==> src/design/ttrc_pkg.sv <==
// Package for the three-term recurrence checksum core.
// Holds the shared types, constants and small coefficient functions.
// No dependencies.
package ttrc_pkg;

    typedef logic [7:0]  byte_t;
    typedef logic [15:0] term_t;
    typedef logic [7:0]  index_t;

    // Recurrence constants.
    localparam byte_t  ALPHA_MULT  = 8'd17;
    localparam byte_t  BETA_MULT   = 8'd31;
    localparam term_t  SEED_OFFSET = 16'd7;
    localparam term_t  TERM_ONE    = 16'd1;
    localparam term_t  TERM_MOD    = 16'hFFFF;

    // Multiple of the modulus that is larger than any beta * term_prev.
    // It keeps the difference non-negative without changing its residue.
    localparam logic [24:0] DIFF_BIAS = 25'(65535 * 257);

    // Alpha coefficient: 17 * index, mod 256.
    function automatic byte_t alpha_of(input index_t idx);
        return byte_t'(idx * ALPHA_MULT);
    endfunction

    // Beta coefficient: 31 * index, mod 256.
    function automatic byte_t beta_of(input index_t idx);
        return byte_t'(idx * BETA_MULT);
    endfunction

endpackage

==> src/design/ttrc_if.sv <==
// Handshake interfaces for the checksum core: the byte input channel and
// the checksum output channel. Depends on ttrc_pkg.
interface ttrc_in_if;
    import ttrc_pkg::*;

    logic  valid;
    logic  ready;
    byte_t data_byte;
    logic  end_of_message;

    modport source (output valid, output data_byte, output end_of_message, input ready);
    modport sink   (input valid, input data_byte, input end_of_message, output ready);
endinterface

interface ttrc_out_if;
    import ttrc_pkg::*;

    logic  valid;
    logic  ready;
    term_t checksum;

    modport source (output valid, output checksum, input ready);
    modport sink   (input valid, input checksum, output ready);
endinterface

==> src/design/three_term_recurrence_checksum_core.sv <==
// Top level of the three-term recurrence checksum core.
// Depends on ttrc_pkg, ttrc_if and ttrc_step.
//
//   Channel  Dir  Payload                      Transfer
//   in_ch    in   data_byte, end_of_message    valid && ready
//   out_ch   out  checksum                     valid && ready
//
// Each byte is held in the input register, where the recurrence step
// updates the terms; a final byte loads the checksum into the output register.
// One byte is accepted every cycle while no final byte is held back; the
// combinational step over two multipliers and the mod-65535 fold allows it.
// Reset puts the terms at one, the index at zero and empties both registers.
// A final byte waits in the input register only while an earlier checksum is
// still untaken.
module three_term_recurrence_checksum_core (
    input  logic        clk,
    input  logic        rst_n,
    ttrc_in_if.sink     in_ch,
    ttrc_out_if.source  out_ch
);
    import ttrc_pkg::*;

    logic   stage_valid_reg;
    byte_t  stage_byte_reg;
    logic   stage_last_reg;
    term_t  term_prev_reg;
    term_t  term_cur_reg;
    index_t byte_index_reg;
    logic   at_first_reg;
    logic   out_valid_reg;
    term_t  checksum_reg;

    logic   stall;
    logic   advance;
    term_t  step_term;
    term_t  new_term;

    // Flow control: only a final byte can be held back by the output.
    assign stall   = stage_valid_reg && stage_last_reg && out_valid_reg && !out_ch.ready;
    assign advance = stage_valid_reg && !stall;
    assign in_ch.ready = !stall;

    ttrc_step u_step (
        .data_byte  (stage_byte_reg),
        .byte_index (byte_index_reg),
        .term_cur   (term_cur_reg),
        .term_prev  (term_prev_reg),
        .next_term  (step_term)
    );

    // The first byte of a message seeds the recurrence.
    assign new_term = at_first_reg ? ({8'd0, stage_byte_reg} + SEED_OFFSET) : step_term;

    // Input register.
    always_ff @(posedge clk or negedge rst_n)
    begin
        if (!rst_n)
        begin
            stage_valid_reg <= 1'b0;
        end
        else if (in_ch.valid && in_ch.ready)
        begin
            stage_valid_reg <= 1'b1;
        end
        else if (advance)
        begin
            stage_valid_reg <= 1'b0;
        end
    end

    always_ff @(posedge clk)
    begin
        if (in_ch.valid && in_ch.ready)
        begin
            stage_byte_reg <= in_ch.data_byte;
            stage_last_reg <= in_ch.end_of_message;
        end
    end

    // Recurrence state; a final byte returns it to the reset values.
    always_ff @(posedge clk or negedge rst_n)
    begin
        if (!rst_n)
        begin
            term_prev_reg  <= TERM_ONE;
            term_cur_reg   <= TERM_ONE;
            byte_index_reg <= '0;
            at_first_reg   <= 1'b1;
        end
        else if (advance)
        begin
            if (stage_last_reg)
            begin
                term_prev_reg  <= TERM_ONE;
                term_cur_reg   <= TERM_ONE;
                byte_index_reg <= '0;
                at_first_reg   <= 1'b1;
            end
            else
            begin
                term_prev_reg  <= at_first_reg ? TERM_ONE : term_cur_reg;
                term_cur_reg   <= new_term;
                byte_index_reg <= byte_index_reg + 8'd1;
                at_first_reg   <= 1'b0;
            end
        end
    end

    // Output register.
    always_ff @(posedge clk or negedge rst_n)
    begin
        if (!rst_n)
        begin
            out_valid_reg <= 1'b0;
        end
        else if (advance && stage_last_reg)
        begin
            out_valid_reg <= 1'b1;
        end
        else if (out_ch.ready)
        begin
            out_valid_reg <= 1'b0;
        end
    end

    always_ff @(posedge clk)
    begin
        if (advance && stage_last_reg)
        begin
            checksum_reg <= new_term;
        end
    end

    assign out_ch.valid    = out_valid_reg;
    assign out_ch.checksum = checksum_reg;

endmodule

==> src/design/ttrc_step.sv <==
// One step of the recurrence: next term from a byte and the two stored terms.
// Purely combinational; depends on ttrc_pkg.
module ttrc_step (
    input  ttrc_pkg::byte_t  data_byte,
    input  ttrc_pkg::index_t byte_index,
    input  ttrc_pkg::term_t  term_cur,
    input  ttrc_pkg::term_t  term_prev,
    output ttrc_pkg::term_t  next_term
);
    import ttrc_pkg::*;

    logic [8:0]  factor_a;
    logic [24:0] prod_a;
    logic [23:0] prod_b;
    logic        diff_neg;
    logic [25:0] biased;
    logic [16:0] fold1;
    logic [15:0] fold2;

    // The two products of the recurrence, with operands widened to the full
    // product width so that no high bits are lost.
    assign factor_a = {1'b0, data_byte} + {1'b0, alpha_of(byte_index)};
    assign prod_a   = {16'd0, factor_a} * {9'd0, term_cur};
    assign prod_b   = {16'd0, beta_of(byte_index)} * {8'd0, term_prev};

    // A negative difference wraps in 64 bits, and 2^64 leaves residue one.
    assign diff_neg = {1'b0, prod_b} > prod_a;
    assign biased   = {1'b0, prod_a} + {1'b0, DIFF_BIAS} - {2'b00, prod_b}
                    + {25'd0, diff_neg};

    // Fold mod 65535: 2^16 is one, so high and low halves add.
    assign fold1 = {7'd0, biased[25:16]} + {1'b0, biased[15:0]};
    assign fold2 = fold1[15:0] + {15'd0, fold1[16]};
    assign next_term = (fold2 == TERM_MOD) ? '0 : fold2;

endmodule
==> src/flat_wrapper.sv <==
// flat-port wrapper written by rule: the top's interface ports become plain ports
module three_term_recurrence_checksum_core_flat import ttrc_pkg::*;
  (clk, rst_n, in_ch_valid, in_ch_data_byte, in_ch_end_of_message, in_ch_ready, out_ch_valid, out_ch_checksum, out_ch_ready);
  ttrc_in_if in_ch_i ();
  ttrc_out_if out_ch_i ();
  input  logic clk;
  input  logic rst_n;
  input wire logic [$bits(in_ch_i.valid)-1:0] in_ch_valid;
  input wire logic [$bits(in_ch_i.data_byte)-1:0] in_ch_data_byte;
  input wire logic [$bits(in_ch_i.end_of_message)-1:0] in_ch_end_of_message;
  output wire logic [$bits(in_ch_i.ready)-1:0] in_ch_ready;
  output wire logic [$bits(out_ch_i.valid)-1:0] out_ch_valid;
  output wire logic [$bits(out_ch_i.checksum)-1:0] out_ch_checksum;
  input wire logic [$bits(out_ch_i.ready)-1:0] out_ch_ready;
  assign in_ch_i.valid = in_ch_valid;
  assign in_ch_i.data_byte = in_ch_data_byte;
  assign in_ch_i.end_of_message = in_ch_end_of_message;
  assign in_ch_ready = in_ch_i.ready;
  assign out_ch_valid = out_ch_i.valid;
  assign out_ch_checksum = out_ch_i.checksum;
  assign out_ch_i.ready = out_ch_ready;
  three_term_recurrence_checksum_core u_core (.clk(clk), .rst_n(rst_n), .in_ch(in_ch_i), .out_ch(out_ch_i));
endmodule
==> config.mk <==
export PLATFORM = sky130hd
export DESIGN_NAME = three_term_recurrence_checksum_core_flat
export DESIGN_NICKNAME = d
export VERILOG_FILES = /design/src/design/ttrc_pkg.sv /design/src/design/ttrc_if.sv /design/src/design/three_term_recurrence_checksum_core.sv /design/src/design/ttrc_step.sv /design/src/flat_wrapper.sv
export SDC_FILE = /design/constraint.sdc
export NUM_CORES = 1
export LEC_CHECK = 0
export ABC_AREA = 1
export BUFFER_PORTS_ARGS = -buffer_cell sky130_fd_sc_hd__clkbuf_2
export CAP_MARGIN = 20
export CORE_MARGIN = 3
export CORE_UTILIZATION = 55
export CTS_CLUSTER_DIAMETER = 30
export DETAILED_ROUTE_END_ITERATION = 7
export GPL_TIMING_DRIVEN = 0
export PLACE_DENSITY_LB_ADDON = 0.3
export SLEW_MARGIN = 20
export SYNTH_ARGS = -nofsm -noshare
export SYNTH_HDL_FRONTEND = slang
export SYNTH_SLANG_ARGS = --single-unit
==> constraint.sdc <==
create_clock -name clk -period 19.75 [get_ports clk]
set_input_delay 0 -clock clk [delete_from_list [all_inputs] [get_ports clk]]
set_output_delay 0 -clock clk [all_outputs]
set_load 0.03 [all_outputs]
# Word-level counts from Yosys, hierarchy flattened
# Cells that the tools add are included.
[totals]
regBits = 68
latch_bits = 0
ramBits = 0
mem_bits_ro = 0
input_bits = 13
output_inout_bits = 18
word_cells = 44
mem_count = 0
[op_classes]
n_addsub = 8
mul = 4
div_mod_pow = 0
order_cmp = 1
n_eq_ne = 1
shifts = 0
n_mux = 11
bitwise = 0
n_reduce_logical = 10
[op_table]
columns = ["op", "n"]
rows = [
  ["$mux W16", 5],
  ["$add A25 B25 Y26 const B", 1],
  ["$add A26 B1 Y26", 1],
  ["$sub A26 B24 Y26", 1],
  ["$gt A24 B25 Y1", 1],
  ["$mul A9 B16 Y25", 1],
  ["$mul A8 B16 Y24", 1],
  ["$add A10 B16 Y17", 1],
  ["$add A16 B1 Y16", 1],
  ["$eq A16 B16 Y1 const B", 1],
  ["$mul A8 B5 Y8 const B", 2],
  ["$add A8 B3 Y9 const B", 1],
  ["$add A8 B8 Y9", 1],
  ["$add A8 B1 Y8 const B", 1],
  ["$mux W8", 1],
  ["$logic_and A1 B1 Y1", 6],
  ["$mux W1", 5],
  ["$reduce_bool A2 Y1", 2],
  ["$logic_not A1 Y1", 2],
]

# Logic depth before layout (Yosys ltp)
# Gate-level depths: netlist (run 1).
[depth]
word_depth = 12
ltp_mapped = 95
mapped_depth_nobuf = 94

# Modules after synthesis
# A second synthesis (run 1) with hierarchy kept.
[hier_totals]
hier_cells = 2161
area_unflattened_um2 = 15984.1
[by_module_without_submodules]
columns = ["mod", "instances", "cells_each", "area_each_um2", "seq_area_each_um2"]
rows = [
  ["ttrc_step", 1, 1864, 13022.5, 0.0],
  ["three_term_recurrence_checksum_core", 1, 297, 2961.6, 1830.5],
]

# Worst setup path before layout (run 1)
# Ideal clock, no wire load.
[synth_path]
path_type = "reg-to-reg"
from = "reg u_core.byte_index_reg[1]"
to = "reg u_core.checksum_reg[15] (netlist: u_core.out_ch.checksum[15]), data pin"
setup_ns = 0.249
arrival_ns = 13.661
required_time_ns = 19.501
path_slack_ns = 5.840
path_stages_with_launch = 91
path_buffers = 1
period_less_slack_ns = 13.910
cell_sequence = "dfrtp_1 fa_1 inv_1 fa_1 fa_1 inv_1 ha_1 a21oi_1 inv_1 a31oi_1 or2_2 nand2_1 a21oi_1 xnor2_1 inv_1 clkbuf_1 nor2_1 fa_1 [55 not listed] ha_1 inv_1 nor2_1 nand3_1 nor2_1 nand3_1 o21ai_0 nand2_1 nor2_1 nand3_1 nor2_1 nand2_1 nor2_1 nand3_4 nand2_8 inv_2 nand2_1 inv_1"
[synth_between]
elab_chain_cells = 11
elab_cells_between_ends = 14
cone_classes = "add/sub (6); mul (4); order compare (1); eq/ne (1); mux (2)"
[synth_rtl]
columns = ["element", "line_no", "source"]
rows = [
  ["start, declared", "three_term_recurrence_checksum_core.sv:28", "index_t byte_index_reg;"],
  ["start signal, assigned", "three_term_recurrence_checksum_core.sv:103", "byte_index_reg <= byte_index_reg + 8'd1;"],
  ["$mul A8 B5 Y8", "ttrc_pkg.sv:23", "return byte_t'(idx * ALPHA_MULT);"],
  ["$add A8 B8 Y9", "ttrc_step.sv:22", "assign factor_a = {1'b0, data_byte} + {1'b0, alpha_of(byte_index)};"],
  ["$mul A9 B16 Y25", "ttrc_step.sv:23", "assign prod_a = {16'd0, factor_a} * {9'd0, term_cur};"],
  ["$add A25 B25 Y26", "ttrc_step.sv:28", "assign biased = {1'b0, prod_a} + {1'b0, DIFF_BIAS} - {2'b00, prod_b}"],
  ["$sub A26 B24 Y26", "ttrc_step.sv:28", ""],
  ["$add A26 B1 Y26 *", "ttrc_step.sv:29", "+ {25'd0, diff_neg};"],
  ["$add A10 B16 Y17 *", "ttrc_step.sv:32", "assign fold1 = {7'd0, biased[25:16]} + {1'b0, biased[15:0]};"],
  ["$add A16 B1 Y16 *", "ttrc_step.sv:33", "assign fold2 = fold1[15:0] + {15'd0, fold1[16]};"],
  ["$eq A16 B16 Y1", "ttrc_step.sv:34", "assign next_term = (fold2 == TERM_MOD) ? '0 : fold2;"],
  ["$mux W16 *", "ttrc_step.sv:34", ""],
  ["$mux W16 *", "three_term_recurrence_checksum_core.sv:52", "assign new_term = at_first_reg ? ({8'd0, stage_byte_reg} + SEED_OFFSET) : step_term;"],
  ["named net u_core.new_term[15]", "three_term_recurrence_checksum_core.sv:36", "term_t new_term;"],
  ["end signal, assigned", "three_term_recurrence_checksum_core.sv:130", "checksum_reg <= new_term;"],
  ["end, declared", "three_term_recurrence_checksum_core.sv:31", "term_t checksum_reg;"],
]
# Mark *: on every way through the listed nets, which the timed path passes. The rest lies on a longest branch.
# A chain may end at the register's enable or synchronous reset.

# Worst setup path after layout (run 1)
[layout_path]
from = "reg u_core.byte_index_reg[1]"
to = "reg u_core.term_cur_reg[13]"
[layout_between]
elab_chain_cells = 12
elab_cells_between_ends = 15
cone_classes = "add/sub (6); mul (4); order compare (1); eq/ne (1); mux (3)"
[layout_rtl]
columns = ["element", "line_no", "source"]
rows = [
  ["$mul A8 B5 Y8", "ttrc_pkg.sv:23", ""],
  ["$add A8 B8 Y9", "ttrc_step.sv:22", ""],
  ["$mul A9 B16 Y25", "ttrc_step.sv:23", ""],
  ["$add A25 B25 Y26", "ttrc_step.sv:28", ""],
  ["$sub A26 B24 Y26", "ttrc_step.sv:28", ""],
  ["$add A26 B1 Y26 *", "ttrc_step.sv:29", ""],
  ["$add A10 B16 Y17 *", "ttrc_step.sv:32", ""],
  ["$add A16 B1 Y16 *", "ttrc_step.sv:33", ""],
  ["$eq A16 B16 Y1", "ttrc_step.sv:34", ""],
  ["$mux W16 *", "ttrc_step.sv:34", ""],
  ["$mux W16 *", "three_term_recurrence_checksum_core.sv:52", ""],
  ["named net u_core.new_term[13]", "three_term_recurrence_checksum_core.sv:36", ""],
  ["$mux W16 *", "three_term_recurrence_checksum_core.sv:92", "if (stage_last_reg)"],
  ["end signal, assigned", "three_term_recurrence_checksum_core.sv:102", "term_cur_reg <= new_term;"],
  ["end, declared", "three_term_recurrence_checksum_core.sv:27", "term_t term_cur_reg;"],
]
# Marked as above.

==> flow_summary_export.csv, run 1 <==
group,metric,value,unit
logic_synthesis,avgSynthCellArea,7.53,sq um
floorplan,die_height,172,um
route,first_pass_iters,6,
finish,diodes,0,
placed_design,portBuffers,30,
floorplan,fp.dieW,172,um
grt,gr-usage-all-layers,0.274,
logic_synthesis,synth-edff-count,25,
route,vias_per_cell,5.33,
critical_path,cp.required,19.98,ns
clock_network,numCtsBuffers,9,
floorplan,rows,60,
timing,rsz0062_at_grt,"false",
logic_synthesis,synth_fp_nets,2430,
job,maxCapViolations,0,
clock_network,htreeDepth,3,
floorplan,io_pins,31,
timing,period_minus_slack,16.66,ns
clock_network,cts_sinks,68,
logic_synthesis,yosysSeqAreaShare,0.120,
grt,globalRouteOverflowTotal,0,
timing,setup_tns,0,ns
timing,setup_viol_count_final,0,
route,post-route-drc-count,0,
clock_network,root_buffer,"clkbuf_16",
critical_path,critPathKind,"reg -> reg",
timing,tightest_slew,0.811,ns
route,vias,13100,
grt,grtUsageMet3,0.0398,
logic_synthesis,yosysWarnings,0,
grt,grt_max_degree,44,
critical_path,startpoint_type,"flip-flop",
route,wl_per_cell,16.0,um
floorplan,core,0.0271,sq mm
critical_path,worstPathArrival,16.89,ns
route,drt_wl_total,39400,um
timing,finClkSkew,0.00672,ns
clock_network,clock_latency,0.34,ns
logic_synthesis,async_reset_ff_frac,0.632,
grt,grt_pass1_vias,12700,
critical_path,cp_slowest_cell,"fa_1",
floorplan,start_util,0.562,
logic_synthesis,synthCells,2024,
clock_network,cts_tree,"built",
finish,synthToLayoutAreaGrowth,7.38,%
timing,max_slew_margin,0.458,
grt,grt_pass1_wl,63700,um
clock_network,post-cts-setup-buffer-count,0,
placed_design,gp_congestion,0.999,
timing,slew_viol_final,0,
route,drtIter0Drc,1025,
clock_network,clk_path_buf_depth,2,
grt,grt_use_met1,0.371,
timing,fmax,60.0,MHz
timing,hold_viol,0,
clock_network,postCtsHoldBufs,12,
worst_hold_path,hp-class,"in -> async",
logic_synthesis,syn-cell-area,0.0152,sq mm
critical_path,path_max_fanout,10,
logic_synthesis,synthDistinctLibCells,49,
clock_network,cts_resized,0,
floorplan,fp.dieArea,0.0297,sq mm
logic_synthesis,synth_flop_cell,"dfrtp_1",
route,ant_nets,0,
finish,final_cells,2455,
finish,drive_above_1_share,0.0571,
placed_design,dp.cells,2427,
grt,antenna_found_initial,0,
timing,period_share,0.843,
grt,busiest_layer,"met2",
critical_path,max_stage_delay,0.60,ns
critical_path,end_kind,"flip-flop",
run_status,run_status,"complete, no violations",
grt,use_met2,0.447,
finish,fin_nets,2484,
finish,fin_util,0.604,
placed_design,dpl.hpwl,33300,um
logic_synthesis,ys_seq_elements,68,
clock_network,cts.clk_slew.worst_paths,0.06,ns
[kinds of logic (layout without fill, tap and decap cells)]
| family | count (synthesis) | count (layout) | synth area share |
|---|---|---|---|
| XOR/XNOR | 73 | 73 | 0.0420 |
| flip-flops | 68 | 68 | 0.120 |
| AND/OR/NAND/NOR | 790 | 790 | 0.221 |
| buffers and inverters | 538 | 597 | 0.133 |
| adder cells (fa/ha/maj) | 393 | 393 | 0.422 |
| AO/OA/AOI/OAI | 162 | 162 | 0.0619 |
[cell usage in the layout (no fill, tap or decap), types with 5 or more instances in the layout]
master,synthesis,final
o21ai_0,31,31
clkbuf_16,0,9
nand4_1,15,15
inv_1,489,489
clkbuf_2,0,29
edfxtp_1,25,25
xor2_1,46,46
xnor2_1,27,27
dfrtp_1,40,40
or2_2,11,11
dlygate4sd3_1,0,12
a21oi_1,84,84
nor2_2,12,13
o21bai_1,7,7
clkbuf_1,34,34
nand3_1,80,80
nand2_1,456,456
a21o_1,5,5
ha_1,191,191
nand2_2,20,20
o32ai_1,14,14
buf_1,8,8
nand3_2,10,10
inv_2,6,6
nor2_1,163,162
fa_1,202,202
nor3_1,9,9
[path summary, 6_finish.rpt]
path | start | endpoint | slack, ns | depth (start not counted)
worst max-delay path | u_core.byte_index_reg[1] | u_core.term_cur_reg[13] | 3.09 | 86
worst min-delay path | rst_n | u_core.term_cur_reg[4] | 0.23 | 2
worst max register to register | u_core.byte_index_reg[1] | u_core.term_cur_reg[13] | 3.09 | 86
worst min register to register | u_core.byte_index_reg[7] | u_core.byte_index_reg[7] | 0.56 | 1
max in group asynchronous | rst_n | u_core.term_prev_reg[11] | 19.07 | 2
min in group clk | in_ch_data_byte[6] | u_core.stage_byte_reg[6] | 0.36 | 2
[cells in the mapped netlist, types with 5 or more instances]
cell | instances | area, sq um
fa_1 | 202 | 4040
a21o_1 | 5 | 37.5
inv_1 | 489 | 1840
nand2_2 | 20 | 125
xnor2_1 | 27 | 236
edfxtp_1 | 25 | 751
clkbuf_1 | 34 | 128
nand3_2 | 10 | 100
xor2_1 | 46 | 403
nand4_1 | 15 | 93.8
o32ai_1 | 14 | 123
o21bai_1 | 7 | 52.6
nor2_2 | 12 | 75.1
a21oi_1 | 84 | 420
nand3_1 | 80 | 400
ha_1 | 191 | 2390
dfrtp_1 | 40 | 1000
or2_2 | 11 | 68.8
nand2_1 | 456 | 1710
nor3_1 | 9 | 45.0
o21ai_0 | 31 | 155
nor2_1 | 163 | 612
inv_2 | 6 | 22.5
buf_1 | 8 | 30.0
[stage by stage]
step	worst slack (ns)	hold slack, ns	cell area, sq um
floorplan	5.84	-0.296	15200
global placement	3.53	0.176	15800
detailed placement	3.34	0.0711	15900
CTS	3.31	0.250	16400
global route	1.85	0.291	16400
finish	3.09	0.231	16400
[area by class of cell]
type / instances / area (sq um)
fillers: 2411 / 10700
flip-flops and latches: 68 / 1830
repair buffers: 43 / 284
clock buffers: 9 / 225
clock inverters: 7 / 146
multi-input cells: 1418 / 11400
inverters: 495 / 1860
well taps: 372 / 465
plain buffers: 43 / 163
[critical path, delay by kind of cell, from the launching register on]
family / cells / cell delay (ns)
xor+xnor: 3 / 0.94
compound gates: 12 / 2.25
simple gates: 41 / 4.75
flops: 1 / 0.52
fa+ha+maj: 16 / 6.56
buf+inv: 14 / 1.54
[metal layers]
metal	part of all wire	routed length, um	vias up
li1	-	-	6215
met1	0.42	16400	6293
met2	0.47	18500	468
met3	0.073	2880	108
met4	0.042	1670	0
met5	0	0	-
Power of run 1 is not shown: default switching activity piles up to over one toggle a cycle in this logic, so the estimate is an artifact.
==> run 2: changes to the inputs <==
==> constraint.sdc (replaced) <==
create_clock -name clk -period 13.3 [get_ports clk]
set_input_delay 0 -clock clk [delete_from_list [all_inputs] [get_ports clk]]
set_output_delay 0 -clock clk [all_outputs]
set_load 0.03 [all_outputs]
==> run 2 against run 1 <==
The flow now finishes with violations (setup timing); global-route usage rose by 1.7 points; final cell count increased by 3.0%; sequential cell count stayed put; clock-buffer cell count did not move; fmax up 19%; via count up 3.8%; first-iteration DRC count is 9.4% lower; register-to-register slack got worse by 3.8 ns; critical path depth up 5; core utilization is 5.7 points higher; wire length up 8.4%; largest cell class unchanged; highest routed layer unchanged.
==> flow_summary_export.csv, run 2 (synthesis results as in run 1) <==
group,metric,value,unit
run_status,run_status,"complete, but fails checks",
run_status,violations,"setup timing",
grt,grt_max_degree,44,
route,ant_nets,0,
timing,setup_ws,-0.732,ns
route,vias,13600,
route,wl_per_cell,16.9,um
grt,grt_pass1_wl,68100,um
critical_path,startpoint_type,"flip-flop",
route,post-route-drc-count,0,
timing,hold_viol,0,
critical_path,max_stage_delay,0.56,ns
critical_path,cp.required,13.41,ns
placed_design,pre_cts_ws,-2.30,ns
timing,period_share,1.06,
critical_path,worstPathArrival,14.14,ns
grt,grt_pass1_vias,13700,
job,maxCapViolations,0,
timing,setup_viol_count_final,32,
critical_path,crit_end,"u_core.out_ch.checksum[15]",
timing,finalHoldWorstSlack,0.234,ns
finish,final_cell_mix,"inv_1 (465), nand2_1 (424), fa_1 (198)",
finish,synthToLayoutAreaGrowth,17.6,%
finish,drive_above_1_share,0.172,
grt,globalRouteOverflowTotal,0,
critical_path,r2r_start,"u_core.byte_index_reg[0]",
clock_network,clk_path_buf_depth,2,
clock_network,cts_tree,"built",
floorplan,io_pins,31,
finish,mostFrequentLayoutCell,"inv_1",
route,first_pass_iters,7,
critical_path,cp_slowest_cell,"fa_2",
timing,max_slew_margin,0.430,
grt,antenna_found_initial,0,
critical_path,critPathKind,"reg -> reg",
floorplan,core,0.0271,sq mm
floorplan,start_util,0.562,
placed_design,portBuffers,30,
route,drt_wl_total,42700,um
clock_network,clock_latency,0.34,ns
critical_path,r2r_slack,-0.73,ns
critical_path,rr_endpoint,"u_core.out_ch.checksum[15]",
floorplan,die_height,172,um
critical_path,path_max_fanout,7,
floorplan,fp.dieArea,0.0297,sq mm
route,drtIter0Drc,929,
finish,fin_nets,2558,
timing,period_minus_slack,14.03,ns
critical_path,critical_path.startpoint,"u_core.byte_index_reg[0]",
timing,tightest_slew,0.852,ns
timing,rsz0062_at_grt,"true",
placed_design,gp_congestion,0.975,
floorplan,rows,60,
timing,slew_viol_final,0,
clock_network,cts_sinks,68,
clock_network,root_buffer,"clkbuf_16",
clock_network,cts.clk_slew.worst_paths,0.06,ns
placed_design,dp.cells,2427,
critical_path,end_kind,"flip-flop",
timing,fmax,71.3,MHz
worst_hold_path,hp-class,"in -> async",
grt,gr-usage-all-layers,0.291,
finish,diodes,0,
critical_path,cp_common_cell,"nand2_2",
clock_network,numCtsBuffers,9,
floorplan,fp.dieW,172,um
placed_design,dpl.hpwl,34000,um
critical_path,rr_worst_depth,91,
finish,final_cells,2529,
clock_network,htreeDepth,3,
timing,finClkSkew,0.00895,ns
route,vias_per_cell,5.37,
## run 2: critical path, delay by kind of cell (launching register included)
family / cells / cell delay, ns
buffers and inverters: 13 / 0.95
AOI/OAI and AO/OA: 13 / 1.94
DFF: 1 / 0.47
and+or+nand+nor: 46 / 4.22
adders and majority gates: 16 / 5.61
xor gates and xnor gates: 3 / 0.62
## run 2: through the flow
step,setup TNS [ns],cell area (sq um),util
after floorplan,0,15300,-
after global placement,-61.65,16000,0.589
after detailed placement,-70.19,16000,0.590
after global routing,-42.84,17900,0.661
after CTS,-12.15,17400,0.643
final,-21.55,17900,0.661
## run 2: worst min path at each step
stage,slack (ns),from,end
2_1_floorplan,-0.30,rst_n,u_core.byte_index_reg[0]
3_3_place_gp,0.18,in_ch_data_byte[2],u_core.stage_byte_reg[2]
3_5_place_dp,0.08,rst_n,u_core.term_cur_reg[6]
4_1_cts,0.26,rst_n,u_core.term_cur_reg[6]
5_1_grt,0.31,rst_n,u_core.term_cur_reg[3]
6_report,0.23,rst_n,u_core.term_cur_reg[3]
## run 2: cell type report
cell class	count	area, sq um
Multi-Input combinational cell	1419	12400
Buffer	43	190
Clock buffer	9	225
Inverter	495	1860
Sequential cell	68	1840
Tap cell	372	465
Fill cell	2261	9190
Clock inverter	7	98.8
Timing Repair Buffer	116	863
## run 2: what timing repair did
item | in CTS | in global routing
endpoints found under the setup margin | 32 | 32
pin swaps | 104 | 45
setup buffers | 56 | 18
gates resized for setup | 131 | 75
hold endpoints to repair | 51 | 0
hold buffers | 12 | 0
gates cloned | 1 | 0
## run 2: per-layer routing
layer | track usage | part of all wire | vias up | wire (um)
met2 | 0.490 | 0.49 | 470 | 20900
met1 | 0.386 | 0.41 | 6643 | 17700
met3 | 0.0450 | 0.061 | 110 | 2590
met5 | 0 | 0 | - | 0
met4 | 0.0927 | 0.035 | 0 | 1510
li1 | - | - | 6354 | -
Power of run 2 is left out for the same reason.
